<file path="src/design/lht_pkg.sv">
`timescale 1ns / 1ps
`default_nettype none
// ----------------------------------------------------------------------------
// lht_pkg: shared types for the LRU handle table
// Command codes, controller states, and the command/status bundles that
// join the controller to the datapath.
// ----------------------------------------------------------------------------
package lht_pkg;

  localparam int unsigned CmdW = 2;
  localparam int unsigned CfgW = 5;
  localparam int unsigned DataW = 64;
  localparam logic [CfgW-1:0] MaxCachedReset = 5'd16;

  typedef enum logic [CmdW-1:0] {
    CMD_INSERT = 2'd0,
    CMD_REMOVE = 2'd1,
    CMD_LOOKUP = 2'd2,
    CMD_PEEK   = 2'd3
  } cmd_e;

  typedef enum logic [7:0] {
    S_IDLE   = 8'b0000_0001,
    S_SCAN   = 8'b0000_0010,
    S_ACT    = 8'b0000_0100,
    S_PLACE  = 8'b0000_1000,
    S_TRIM   = 8'b0001_0000,
    S_EVRD   = 8'b0010_0000,
    S_EVOUT  = 8'b0100_0000,
    S_FINISH = 8'b1000_0000
  } state_e;

  // controller -> datapath
  typedef struct packed {
    logic load;       // latch item fields, restart scan
    logic scan;       // step the key search
    logic drop_slot;  // remove the matched entry
    logic touch;      // make the matched entry most recent
    logic place;      // write the new entry into a free slot
    logic evict;      // drop LRU entry, read its key
    logic emit_ev;    // send an eviction result
    logic emit_last;  // send the closing result
  } lht_ctl_t;

  // datapath -> controller
  typedef struct packed {
    cmd_e cmd;
    logic match;       // key compare hit this cycle
    logic scan_end;    // final entry compared
    logic found;       // a match was captured for this item
    logic limit_zero;  // caching disabled
    logic full;        // every slot valid
    logic over_limit;  // count above max_cached
  } lht_stat_t;

endpackage : lht_pkg
`default_nettype wire

</file>
<file path="src/design/lht_ctrl.sv">
`timescale 1ns / 1ps
`default_nettype none
// ----------------------------------------------------------------------------
// lht_ctrl: sequencing state machine for the LRU handle table
// Runs search, update, placement and eviction steps for one item at a time.
// ----------------------------------------------------------------------------
module lht_ctrl (
  input  wire logic              clk_i,
  input  wire logic              rst_ni,
  input  wire logic              start,
  output logic                   busy,
  input  wire lht_pkg::lht_stat_t stat_i,
  output lht_pkg::lht_ctl_t      ctl_o
);

  lht_pkg::state_e state_q, state_d;
  logic placed_q, placed_d;

  always_comb begin
    state_d  = state_q;
    placed_d = placed_q;
    ctl_o    = '0;
    case (state_q)
      lht_pkg::S_IDLE: begin
        if (start) begin
          ctl_o.load = 1'b1;
          placed_d   = 1'b0;
          state_d    = lht_pkg::S_SCAN;
        end
      end
      lht_pkg::S_SCAN: begin
        ctl_o.scan = 1'b1;
        if (stat_i.match || stat_i.scan_end) begin
          state_d = lht_pkg::S_ACT;
        end
      end
      lht_pkg::S_ACT: begin
        state_d = lht_pkg::S_FINISH;
        case (stat_i.cmd)
          lht_pkg::CMD_INSERT: begin
            if (!stat_i.limit_zero) begin
              ctl_o.drop_slot = stat_i.found;
              state_d         = lht_pkg::S_PLACE;
            end
          end
          lht_pkg::CMD_REMOVE: ctl_o.drop_slot = stat_i.found;
          lht_pkg::CMD_LOOKUP: ctl_o.touch = stat_i.found;
          default: ;
        endcase
      end
      lht_pkg::S_PLACE: begin
        if (stat_i.full) begin
          state_d = lht_pkg::S_EVRD;
        end else begin
          ctl_o.place = 1'b1;
          placed_d    = 1'b1;
          state_d     = lht_pkg::S_TRIM;
        end
      end
      lht_pkg::S_TRIM: begin
        state_d = stat_i.over_limit ? lht_pkg::S_EVRD : lht_pkg::S_FINISH;
      end
      lht_pkg::S_EVRD: begin
        ctl_o.evict = 1'b1;
        state_d     = lht_pkg::S_EVOUT;
      end
      lht_pkg::S_EVOUT: begin
        ctl_o.emit_ev = 1'b1;
        state_d       = placed_q ? lht_pkg::S_TRIM : lht_pkg::S_PLACE;
      end
      lht_pkg::S_FINISH: begin
        ctl_o.emit_last = 1'b1;
        state_d         = lht_pkg::S_IDLE;
      end
      default: state_d = lht_pkg::S_IDLE;
    endcase
  end

  always_ff @(posedge clk_i or negedge rst_ni) begin
    if (!rst_ni) begin
      state_q  <= lht_pkg::S_IDLE;
      placed_q <= 1'b0;
    end else begin
      state_q  <= state_d;
      placed_q <= placed_d;
    end
  end

  assign busy = (state_q != lht_pkg::S_IDLE);

endmodule : lht_ctrl
`default_nettype wire

</file>
<file path="src/design/lht_dpath.sv">
`timescale 1ns / 1ps
`default_nettype none
// ----------------------------------------------------------------------------
// lht_dpath: storage and update logic for the LRU handle table
// Key/layout memory with a pipelined search port, per-entry valid and
// recency rank registers, entry count, capacity register and result regs.
// ----------------------------------------------------------------------------
module lht_dpath #(
  parameter int unsigned ENTRIES = 16
) (
  input  wire logic                         clk_i,
  input  wire logic                         rst_ni,
  input  wire lht_pkg::lht_ctl_t            ctl_i,
  output lht_pkg::lht_stat_t                stat_o,
  input  wire logic [lht_pkg::CmdW-1:0]     cmd_i,
  input  wire logic [lht_pkg::DataW-1:0]    handle_i,
  input  wire logic [lht_pkg::DataW-1:0]    layout_in_i,
  input  wire logic                         max_cached_we_i,
  input  wire logic [lht_pkg::CfgW-1:0]     max_cached_i,
  output logic                              result_valid_o,
  output logic                              hit_o,
  output logic [lht_pkg::DataW-1:0]         layout_out_o,
  output logic                              evicted_o,
  output logic [lht_pkg::DataW-1:0]         evicted_handle_o,
  output logic                              last_o
);

  localparam int unsigned IW = $clog2(ENTRIES);
  localparam int unsigned CW = $clog2(ENTRIES + 1);
  localparam int unsigned LW = (CW > lht_pkg::CfgW) ? CW : lht_pkg::CfgW;
  localparam logic [IW-1:0] LastIdx = IW'(ENTRIES - 1);
  localparam logic [CW-1:0] Full = CW'(ENTRIES);

  // item fields
  lht_pkg::cmd_e               cmd_q;
  logic [lht_pkg::DataW-1:0]   handle_q;
  logic [lht_pkg::DataW-1:0]   layout_q;
  logic [lht_pkg::CfgW-1:0]    max_cached_q;

  // storage
  logic [lht_pkg::DataW-1:0]   key_mem [ENTRIES];
  logic [lht_pkg::DataW-1:0]   lay_mem [ENTRIES];
  logic [lht_pkg::DataW-1:0]   rd_key_q, rd_lay_q;
  logic [ENTRIES-1:0]          valid_q;
  logic [IW-1:0]               rank_q [ENTRIES];
  logic [CW-1:0]               count_q;

  // search
  logic [IW-1:0]               scan_q, rd_idx_q, slot_q;
  logic                        rd_vld_q, found_q;
  logic [lht_pkg::DataW-1:0]   hit_lay_q;
  logic                        match;

  // result registers
  logic                        res_valid_q, hit_q, evicted_q, last_q;
  logic [lht_pkg::DataW-1:0]   res_lay_q, res_evh_q;

  logic [IW-1:0]               vict_idx, free_idx, drop_idx, raddr;
  logic                        vict_ok, free_ok;
  logic [IW-1:0]               lru_rank, drop_rank, touch_rank;

  assign lru_rank = IW'(count_q - CW'(1));

  // LRU victim and first free slot, both priority encoded
  always_comb begin
    vict_idx = '0;
    vict_ok  = 1'b0;
    free_idx = '0;
    free_ok  = 1'b0;
    for (int i = 0; i < ENTRIES; i++) begin
      if (!vict_ok && valid_q[i] && rank_q[i] == lru_rank) begin
        vict_idx = IW'(i);
        vict_ok  = 1'b1;
      end
      if (!free_ok && !valid_q[i]) begin
        free_idx = IW'(i);
        free_ok  = 1'b1;
      end
    end
  end

  assign drop_idx   = ctl_i.evict ? vict_idx : slot_q;
  assign drop_rank  = rank_q[drop_idx];
  assign touch_rank = rank_q[slot_q];
  assign raddr      = ctl_i.evict ? vict_idx : scan_q;

  assign match = rd_vld_q && valid_q[rd_idx_q] && (rd_key_q == handle_q);

  // key/layout memory: one write port, one registered read port
  always_ff @(posedge clk_i) begin
    if (ctl_i.place) begin
      key_mem[free_idx] <= handle_q;
      lay_mem[free_idx] <= layout_q;
    end
    rd_key_q <= key_mem[raddr];
    rd_lay_q <= lay_mem[raddr];
  end

  always_ff @(posedge clk_i or negedge rst_ni) begin
    if (!rst_ni) begin
      max_cached_q <= lht_pkg::MaxCachedReset;
    end else if (max_cached_we_i) begin
      max_cached_q <= max_cached_i;
    end
  end

  // item capture and search pipeline
  always_ff @(posedge clk_i or negedge rst_ni) begin
    if (!rst_ni) begin
      cmd_q    <= lht_pkg::CMD_INSERT;
      handle_q <= '0;
      layout_q <= '0;
      scan_q   <= '0;
      rd_idx_q <= '0;
      rd_vld_q <= 1'b0;
      found_q  <= 1'b0;
      slot_q   <= '0;
    end else begin
      rd_vld_q <= ctl_i.scan;
      if (ctl_i.load) begin
        cmd_q    <= lht_pkg::cmd_e'(cmd_i);
        handle_q <= handle_i;
        layout_q <= layout_in_i;
        scan_q   <= '0;
        found_q  <= 1'b0;
      end else if (ctl_i.scan) begin
        scan_q   <= scan_q + IW'(1);
        rd_idx_q <= scan_q;
        if (match) begin
          found_q <= 1'b1;
          slot_q  <= rd_idx_q;
        end
      end
    end
  end

  always_ff @(posedge clk_i) begin
    if (ctl_i.scan && match) begin
      hit_lay_q <= rd_lay_q;
    end
  end

  // valid bits, recency ranks (0 = most recent) and entry count
  always_ff @(posedge clk_i or negedge rst_ni) begin
    if (!rst_ni) begin
      valid_q <= '0;
      count_q <= '0;
      for (int i = 0; i < ENTRIES; i++) begin
        rank_q[i] <= '0;
      end
    end else if (ctl_i.drop_slot || ctl_i.evict) begin
      for (int i = 0; i < ENTRIES; i++) begin
        if (valid_q[i] && rank_q[i] > drop_rank) begin
          rank_q[i] <= rank_q[i] - IW'(1);
        end
      end
      valid_q[drop_idx] <= 1'b0;
      count_q           <= count_q - CW'(1);
    end else if (ctl_i.touch) begin
      for (int i = 0; i < ENTRIES; i++) begin
        if (valid_q[i] && rank_q[i] < touch_rank) begin
          rank_q[i] <= rank_q[i] + IW'(1);
        end
      end
      rank_q[slot_q] <= '0;
    end else if (ctl_i.place) begin
      for (int i = 0; i < ENTRIES; i++) begin
        if (valid_q[i]) begin
          rank_q[i] <= rank_q[i] + IW'(1);
        end
      end
      rank_q[free_idx]  <= '0;
      valid_q[free_idx] <= 1'b1;
      count_q           <= count_q + CW'(1);
    end
  end

  // result registers: each result is shown for one cycle
  always_ff @(posedge clk_i or negedge rst_ni) begin
    if (!rst_ni) begin
      res_valid_q <= 1'b0;
    end else begin
      res_valid_q <= ctl_i.emit_ev || ctl_i.emit_last;
    end
  end

  always_ff @(posedge clk_i) begin
    if (ctl_i.emit_ev) begin
      hit_q     <= 1'b0;
      res_lay_q <= '0;
      evicted_q <= 1'b1;
      res_evh_q <= rd_key_q;
      last_q    <= 1'b0;
    end else if (ctl_i.emit_last) begin
      hit_q     <= found_q && (cmd_q == lht_pkg::CMD_LOOKUP ||
                               cmd_q == lht_pkg::CMD_PEEK);
      res_lay_q <= (found_q && (cmd_q == lht_pkg::CMD_LOOKUP ||
                                cmd_q == lht_pkg::CMD_PEEK)) ? hit_lay_q : '0;
      evicted_q <= 1'b0;
      res_evh_q <= '0;
      last_q    <= 1'b1;
    end
  end

  assign result_valid_o   = res_valid_q;
  assign hit_o            = hit_q;
  assign layout_out_o     = res_lay_q;
  assign evicted_o        = evicted_q;
  assign evicted_handle_o = res_evh_q;
  assign last_o           = last_q;

  always_comb begin
    stat_o            = '0;
    stat_o.cmd        = cmd_q;
    stat_o.match      = match;
    stat_o.scan_end   = rd_vld_q && (rd_idx_q == LastIdx);
    stat_o.found      = found_q;
    stat_o.limit_zero = (max_cached_q == '0);
    stat_o.full       = (count_q == Full);
    stat_o.over_limit = (LW'(count_q) > LW'(max_cached_q));
  end

  a_count_bound: assert property (@(posedge clk_i) disable iff (!rst_ni)
    count_q <= Full)
    else $error("entry count above table size");

  a_count_valid: assert property (@(posedge clk_i) disable iff (!rst_ni)
    $countones(valid_q) == int'(count_q))
    else $error("entry count out of step with valid bits");

  a_place_room: assert property (@(posedge clk_i) disable iff (!rst_ni)
    ctl_i.place |-> (free_ok && count_q != Full))
    else $error("placement into a full table");

  a_evict_lru: assert property (@(posedge clk_i) disable iff (!rst_ni)
    ctl_i.evict |-> (vict_ok && count_q != '0))
    else $error("eviction without a least recent entry");

endmodule : lht_dpath
`default_nettype wire

</file>
<file path="src/design/lru_handle_table.sv">
`timescale 1ns / 1ps
`default_nettype none
// A lookup, peek or remove shows its one result once the key search ends; the search
//   compares one entry per cycle and stops at a hit or after the last entry.
// An insert also places its entry unless max_cached is 0, and evicts LRU entries as needed.
// Throughput: one item at a time; a new item is taken in the cycle its predecessor's
//   last result is shown. Results cannot be stalled by the receiver.
// Reset: table empty, max_cached = 16; no clearing pass, ready right after reset.
// ----------------------------------------------------------------------------
// lru_handle_table: fully associative LRU table of 64-bit handles
// Stores a layout word per handle; insert, remove, lookup and peek commands,
// with one result per eviction and a closing result per item.
// ----------------------------------------------------------------------------
module lru_handle_table #(
  parameter int unsigned ENTRIES = 16
) (
  input  wire logic                      clk_i,
  input  wire logic                      rst_ni,
  input  wire logic                      start,
  output logic                           busy,
  input  wire logic [lht_pkg::CmdW-1:0]  cmd_i,
  input  wire logic [lht_pkg::DataW-1:0] handle_i,
  input  wire logic [lht_pkg::DataW-1:0] layout_in_i,
  input  wire logic                      max_cached_we_i,
  input  wire logic [lht_pkg::CfgW-1:0]  max_cached_i,
  output logic                           result_valid_o,
  output logic                           hit_o,
  output logic [lht_pkg::DataW-1:0]      layout_out_o,
  output logic                           evicted_o,
  output logic [lht_pkg::DataW-1:0]      evicted_handle_o,
  output logic                           last_o
);

  lht_pkg::lht_ctl_t  ctl;
  lht_pkg::lht_stat_t stat;

  lht_ctrl u_ctrl (
    .clk_i  (clk_i),
    .rst_ni (rst_ni),
    .start  (start),
    .busy   (busy),
    .stat_i (stat),
    .ctl_o  (ctl)
  );

  lht_dpath #(
    .ENTRIES (ENTRIES)
  ) u_dpath (
    .clk_i            (clk_i),
    .rst_ni           (rst_ni),
    .ctl_i            (ctl),
    .stat_o           (stat),
    .cmd_i            (cmd_i),
    .handle_i         (handle_i),
    .layout_in_i      (layout_in_i),
    .max_cached_we_i  (max_cached_we_i),
    .max_cached_i     (max_cached_i),
    .result_valid_o   (result_valid_o),
    .hit_o            (hit_o),
    .layout_out_o     (layout_out_o),
    .evicted_o        (evicted_o),
    .evicted_handle_o (evicted_handle_o),
    .last_o           (last_o)
  );

endmodule : lru_handle_table
`default_nettype wire
</file>
<file path="config.mk">
export PLATFORM = sky130hd
export DESIGN_NAME = lru_handle_table
export DESIGN_NICKNAME = d
export VERILOG_FILES = /design/src/design/lht_pkg.sv /design/src/design/lht_ctrl.sv /design/src/design/lht_dpath.sv /design/src/design/lru_handle_table.sv
export SDC_FILE = /design/constraint.sdc
export NUM_CORES = 2
export LEC_CHECK = 0
export ABC_AREA = 1
export BUFFER_PORTS_ARGS = -buffer_cell sky130_fd_sc_hd__buf_2
export CAP_MARGIN = 20
export CORE_AREA = 2 2 377 528
export CTS_CLUSTER_DIAMETER = 30
export DETAILED_ROUTE_END_ITERATION = 8
export DIE_AREA = 0 0 379 530
export HOLD_SLACK_MARGIN = 0.02
export PLACE_DENSITY = 0.75
export SLEW_MARGIN = 20
export SYNTH_ARGS = -nofsm -noshare
export SYNTH_HDL_FRONTEND = slang
export SYNTH_SLANG_ARGS = --single-unit
</file>
<file path="constraint.sdc">
create_clock -name clk_i -period 11.23 [get_ports clk_i]
set_input_delay 0 -clock clk_i [delete_from_list [all_inputs] [get_ports clk_i]]
set_output_delay 0 -clock clk_i [all_outputs]
set_load 0.005 [all_outputs]
</file>
[After elaboration in Yosys (flattened, before gate mapping)]
Memory sizes are Yosys's and may differ from the RTL's. A register that Yosys moved wholly into a read port is not among the register bits.
Index checks and enable logic that the tools add are counted.
Cells by class
  $add $sub $neg: 35
  order comparisons: 43
  eq/ne operators: 51
  muxes and demuxes: 248
  bitwise logic cells: 11
  reduce and logical (&&, ||, !) cells: 165
Operators with widths (number)
  4-bit two-way mux: 166
  64-bit two-way mux: 6
  64-bit AND: 2
  64-bit inverter: 2
  1-bit logical AND: 87
  4-bit by 1-bit adder with 4-bit output (second input constant): 17
  4-bit equality test: 16
  64-bit equality test: 1
  4-bit greater-than comparator: 16
  4-bit less-than comparator: 16
  4-bit by 1-bit subtractor with 4-bit output (second input constant): 16
  8-bit one-hot mux with 7 select lines: 1
  1-bit two-way mux: 52
  16-bit two-way mux: 3
  1-bit logical NOT: 44
  8-bit two-way mux: 5
  2-bit AND reduction: 20
  2-bit inequality test (second input constant): 18
  4-bit binary-select mux with 4-bit select: 2
  4-bit demux with 4-bit select: 2
  5-bit two-way mux: 4
  16-bit AND: 1
  16-bit inverter: 1
  16-bit OR: 1
  34 further kinds: 54
Word-level totals
  bits in registers: 439
  memory bits (writable): 2048
  input bits: 139
  memories kept: 2
Memory list
  u_dpath.key_mem: depth 16, width 64, read ports 1, clocked after memory_dff 1, write ports 1, line lht_dpath.sv:41  | logic [lht_pkg::DataW-1:0] key_mem [ENTRIES];
  u_dpath.lay_mem: depth 16, width 64, read ports 1, clocked after memory_dff 1, write ports 1, line lht_dpath.sv:42  | logic [lht_pkg::DataW-1:0] lay_mem [ENTRIES];

[Depth between registers and ports, before layout]
  depth in word-level cells: 73
  depth in mapped cells: 39
  mapped depth without buffers: 37

[Cells and area by module]
A second synthesis with hierarchy kept.
Second synthesis, totals
  cell total of the unflattened synthesis: 11091
  area total of the unflattened synthesis: 116678.2 µm²
By module, submodules not included
  lht_dpath: instances 1, cells an instance 11004, area an instance 116093.8 µm²
  lht_ctrl: instances 1, cells an instance 87, area an instance 584.3 µm²

[Least setup slack after synthesis]
OpenSTA, ideal clock, no wires.
  path type: register to register
  from: register u_dpath.valid_q[2]
  to: memory u_dpath.key_mem[0][0] (netlist bit), enable pin
  setup time: 618 ps
  data arrival time: 7274 ps
  data required time: 10612 ps
  slack: 3338 ps
  cell stages (with the launch flop): 15
  path buffers: 1
  period minus slack after synthesis: 7892 ps
  path through: dfrtp_1 clkbuf_1 inv_1 nor3_1 nand4_1 nor2_1 nand3_1 nor2_1 nand2_1 nor3_1 inv_1 nand4_1 nor4_1 inv_1 nor2_1
On the way
  cells in the longest elaborated chain, start to end: 42
  elaborated cells between the ends (all ways): 55
  those cells by class: mux: 27; reduce/logical: 28
Ends and longest elaborated chain
  start: declaration: line lht_dpath.sv:44  | logic [ENTRIES-1:0] valid_q;
  start signal: assignment: line lht_dpath.sv:146  | valid_q <= '0;
  start signal: indexed assignment: line lht_dpath.sv:157  | valid_q[drop_idx] <= 1'b0;
  start signal: indexed assignment: line lht_dpath.sv:173  | valid_q[free_idx] <= 1'b1;
  1-bit logical NOT (*): line lht_dpath.sv:75  | if (!free_ok && !valid_q[i]) begin
  1-bit logical AND (*): line lht_dpath.sv:75
  1-bit two-way mux: line lht_dpath.sv:75
  1-bit logical NOT: line lht_dpath.sv:75
  1-bit logical AND: line lht_dpath.sv:75
  1-bit two-way mux: line lht_dpath.sv:75
  1-bit logical NOT: line lht_dpath.sv:75
  1-bit logical AND: line lht_dpath.sv:75
  [... 26 more ...]
  1-bit logical AND: line lht_dpath.sv:75
  1-bit two-way mux: line lht_dpath.sv:75
  1-bit logical NOT: line lht_dpath.sv:75
  1-bit logical AND: line lht_dpath.sv:75
  1-bit two-way mux: line lht_dpath.sv:75
  1-bit logical NOT: line lht_dpath.sv:75
  1-bit logical AND: line lht_dpath.sv:75
  4-bit two-way mux (*): line lht_dpath.sv:75
  end: declaration: line lht_dpath.sv:41
Every way passes the cells marked *; elsewhere a longest branch is shown, timed or not.

[Worst setup path after layout]
  from: register u_dpath.count_q[0]
  to: register u_dpath.rank_q[33] (netlist bit)
On the way
  cells in the longest elaborated chain, start to end: 73
  elaborated cells between the ends (all ways): 106
  those cells by class: add/sub: 1; order compare: 1; eq/ne: 18; mux: 36; bitwise: 1; reduce/logical: 49
Ends and longest elaborated chain
  start: declaration: line lht_dpath.sv:46  | logic [CW-1:0] count_q;
  start signal: assignment: line lht_dpath.sv:158  | count_q <= count_q - CW'(1);
  start signal: assignment: line lht_dpath.sv:174  | count_q <= count_q + CW'(1);
  5-bit by 1-bit subtractor with 5-bit output
  4-bit equality test: line lht_dpath.sv:71  | if (!vict_ok && valid_q[i] && rank_q[i] == lru_rank) begin
  1-bit logical AND: line lht_dpath.sv:71
  1-bit two-way mux: line lht_dpath.sv:71
  1-bit logical NOT: line lht_dpath.sv:71
  1-bit logical AND (2 in series): line lht_dpath.sv:71
  1-bit two-way mux: line lht_dpath.sv:71
  1-bit logical NOT: line lht_dpath.sv:71
  [... 55 more ...]
  4-bit two-way mux: line lht_dpath.sv:82  | assign drop_idx = ctl_i.evict ? vict_idx : slot_q;
  4-bit inverter with 5-bit output (implied by the code): line lht_dpath.sv:83  | assign drop_rank = rank_q[drop_idx];
  4-bit binary-select mux with 4-bit select: line lht_dpath.sv:83
  4-bit two-way mux (implied by the code) (2 in series): line lht_dpath.sv:83
  4-bit greater-than comparator: line lht_dpath.sv:153  | if (valid_q[i] && rank_q[i] > drop_rank) begin
  1-bit logical AND: line lht_dpath.sv:153
  2-bit inequality test (no line)
  2-bit AND reduction (no line) (*)
  end signal: indexed assignment: line lht_dpath.sv:154  | rank_q[i] <= rank_q[i] - IW'(1);
  end signal: indexed assignment: line lht_dpath.sv:162  | rank_q[i] <= rank_q[i] + IW'(1);
  end signal: indexed assignment: line lht_dpath.sv:169  | rank_q[i] <= rank_q[i] + IW'(1);
  end: declaration: line lht_dpath.sv:45  | logic [IW-1:0] rank_q [ENTRIES];
Every way passes the cells marked *; elsewhere a longest branch is shown, timed or not. The select of a mux whose other input is x is not followed.
A chain may end at the register's enable or synchronous reset.

==> flow_summary.ini <==
[cts]
cts_resized = 0
cts_tree = done
cts_setup_buffers = 0
clk_path_buf_depth = 4
cts_htree_levels = 5
numCtsBuffers = 398
path_clk_slew_ns = 0.05
clk_root_buffer_cell = clkbuf_16
clock-sinks = 2615
worstSkewPairLatency_ns = 0.90

[sta]
worst_slew_pin_slew_ns = 1.46
rsz0062_at_grt = false
max_freq_ghz = 0.140
finalHoldViolCount = 0
relSlewSlack = 0.0247
drv_slew = 0
fin_skew_ns = 0.0561
tns_ns = 0
fin_crit_sh = 0.634
finalCriticalPeriod_ns = 7.12
final-setup-viol-count = 0

[route]
avgViaCountPerCell = 6.24
wirelength_mm = 371
drtIter0Drc = 12529
wl_per_cell_um = 25.7
first_pass_iters = 9
num_vias = 90179
final_antenna_net_count = 0
drc = 2

[worst_setup_path]
cp_common_cell = nand2_1
cp_data_arrival_time_ns = 7.86
crit_path_start_kind = flip-flop
crit_buf_inv = 4
cp_data_required_time_ns = 11.97
worst_setup_path_end_kind = flip-flop
critical-path-max-stage-delay_ns = 0.72
cpMaxStageDelayCell = buf_6
cp_top_family = simple AND/OR/NAND/NOR gates
path_max_fanout = 100
crit_type = flip-flop to flip-flop

[synthesis]
ys_seq_area_frac = 0.644
syn_area_per_cell_um2 = 10.6
syn_inst = 11069
async_reset_ff_frac = 0.0933
ys_types = 66
syn_area_um2 = 117000
synth-edff-count = 2176
ys_ff_latch = 2615
synth.area.top_cells = edfxtp_1 56%, nand2_1 9.7%, nand3_1 8.7%
syn_nets = 11361
netlist.area_leader.share = 0.558
yosys_warnings = 0
yosysTopAreaCell = edfxtp_1
ys_dominant_reg_cell = edfxtp_1

[die]
ios = 272
initial_utilization = 0.596
design.die.area_um2 = 201000
rows = 193
die_x_um = 379
die_h_um = 530
core_um2 = 197000

[run_status]
status = finished, violations left
failed_checks = DRC

[placement]
dp_cells = 13401
port_buffers = 271
hpwl_mm = 190
gp_routability_congestion = 0.998

[pwr]
ir_worst_vdd_v = 0.000225
seqPwrFrac = 0.420
pwr-share-comb = 0.188
power_frac_clock = 0.392
powerDensity_nw_per_um2 = 235
leakage_nw = 55.2
p_sw_mw = 10.3
total_power_mw = 32.0
p_int_mw = 21.7
p_sw_frac = 0.323

[flow_run]
maxCapViolations = 0

[grt]
grt_pass1_vias = 88390
track_usage = 0.364
grt_pass1_wl_mm = 546
grt_remaining_overflow = 0
antenna_found_initial = 15
grt_max_degree = 235

[cells_and_area]
final_cell_mix = 3031 x nand2_1, 2176 x edfxtp_1, 2035 x nand3_1
syn_to_final_growth_pct = 16.2
fin_nets = 11772
final_common_cell = nand2_1
fin_cells = 14460
fillerInstances = 13684
drive_gt1_frac = 0.102

[hold_path]
hold_path_class = input pin to flip-flop
[state kept, by name, summed over array words and instances (netlist names), 2 cells and up]
register,cells
u_dpath.rd_lay_q,64
u_dpath.lay_mem,1024
u_dpath.evicted_handle_o,64
u_dpath.cmd_q,2
u_ctrl.state_q,8
u_dpath.slot_q,4
u_dpath.rank_q,64
u_dpath.key_mem,1024
u_dpath.handle_q,64
u_dpath.valid_q,16
u_dpath.layout_out_o,64
u_dpath.scan_q,4
u_dpath.max_cached_q,5
u_dpath.layout_q,64
u_dpath.rd_idx_q,4
u_dpath.rd_key_q,64
u_dpath.hit_lay_q,64
u_dpath.count_q,5
[logic make-up after synthesis]
| logic type | Yosys count | share of synthesized area |
|---|---|---|
| simple gates | 6009 | 0.235 |
| buf+inv | 1577 | 0.0632 |
| xor+xnor | 123 | 0.00927 |
| compound gates | 592 | 0.0324 |
| flops | 2615 | 0.644 |
| fa+ha+maj | 153 | 0.0164 |
[layer usage]
layer | vias up | wire (µm) | GRT usage
li1 | 39033 | - | -
met1 | 43396 | 132000 | 0.466
met2 | 6324 | 171000 | 0.570
met3 | 1408 | 44100 | 0.0779
met4 | 18 | 24300 | 0.219
met5 | - | 157 | 0
[cell usage after synthesis, types with 153 or more instances]
cell and instances:
nand2_1 3035, edfxtp_1 2176, nand3_1 2035, inv_1 847
nand3b_1 513, buf_2 272, nor2_1 271, dfrtp_1 242
clkbuf_1 227, o21ai_0 222, dfxtp_1 195, ha_1 153
[per-stage QoR]
step | hold WS, ns | utilization | instance area [µm²] | setup slack [ns]
2_1_floorplan | -0.296 | - | 117000 | 3.34
3_3_place_gp | 0.111 | 0.606 | 119000 | 4.25
3_5_place_dp | 0.110 | 0.607 | 119000 | 4.03
4_1_cts | 0.0310 | 0.692 | 136000 | 4.00
5_1_grt | 0.0608 | 0.692 | 136000 | 3.64
6_report | 0.0737 | 0.692 | 136000 | 4.11
[tightest hold or removal path: stages]
cell           delay (ns)
dlygate4sd3_1        0.53
buf_2                0.10
nand2_1              0.14
nand2_1              0.12
[power groups by stage]
stage               sequential, mW  combinational (mW)  clock, mW
detailed placement            13.6                5.67          0
floorplan                     13.0                4.22          0
global placement              13.5                5.53          0
global route                  13.5                6.52       13.0
CTS                           13.4                5.87       12.6
finish                        13.5                6.01       12.6
[path summary, 6_finish.rpt]
kind,startpoint,endpoint,slack [ns],cells past startpoint
worst max-delay path,u_dpath.count_q[0]$_DFFE_PN0P_,u_dpath.rank_q[33]$_DFFE_PN0P_,4.11,35
worst min-delay path,layout_in_i[0],u_dpath.layout_q[0]$_DFFE_PN0P_,0.07,4
worst max register to register,u_dpath.count_q[0]$_DFFE_PN0P_,u_dpath.rank_q[33]$_DFFE_PN0P_,4.11,35
worst min register to register,u_dpath.rd_lay_q[42]$_DFF_P_,u_dpath.hit_lay_q[42]$_DFFE_PP_,0.41,0
max in group asynchronous,rst_ni,u_dpath.layout_q[20]$_DFFE_PN0P_,9.93,4
min in group asynchronous,rst_ni,u_ctrl.state_q[0]$_DFFE_PN1P_,0.27,3
[layout make-up]
type | count | area (µm²) | share of cell area
Sequential cell | 2615 | 75400 | 0.554
Inverter | 879 | 3320 | 0.0244
Multi-Input combinational cell | 6877 | 34600 | 0.254
Tap cell | 2632 | 3290 | 0.0242
Clock buffer | 465 | 10500 | 0.0772
Clock inverter | 276 | 3210 | 0.0236
Timing Repair Buffer | 709 | 5790 | 0.0426
Antenna cell | 7 | 17.5 | 0.000129
[timing repair]
item                                    CTS  global route
hold buffers                            310             0
endpoints found under the hold margin   272             0
endpoints found under the setup margin    0             0
Note: power is estimated with default switching activity, not from simulation.
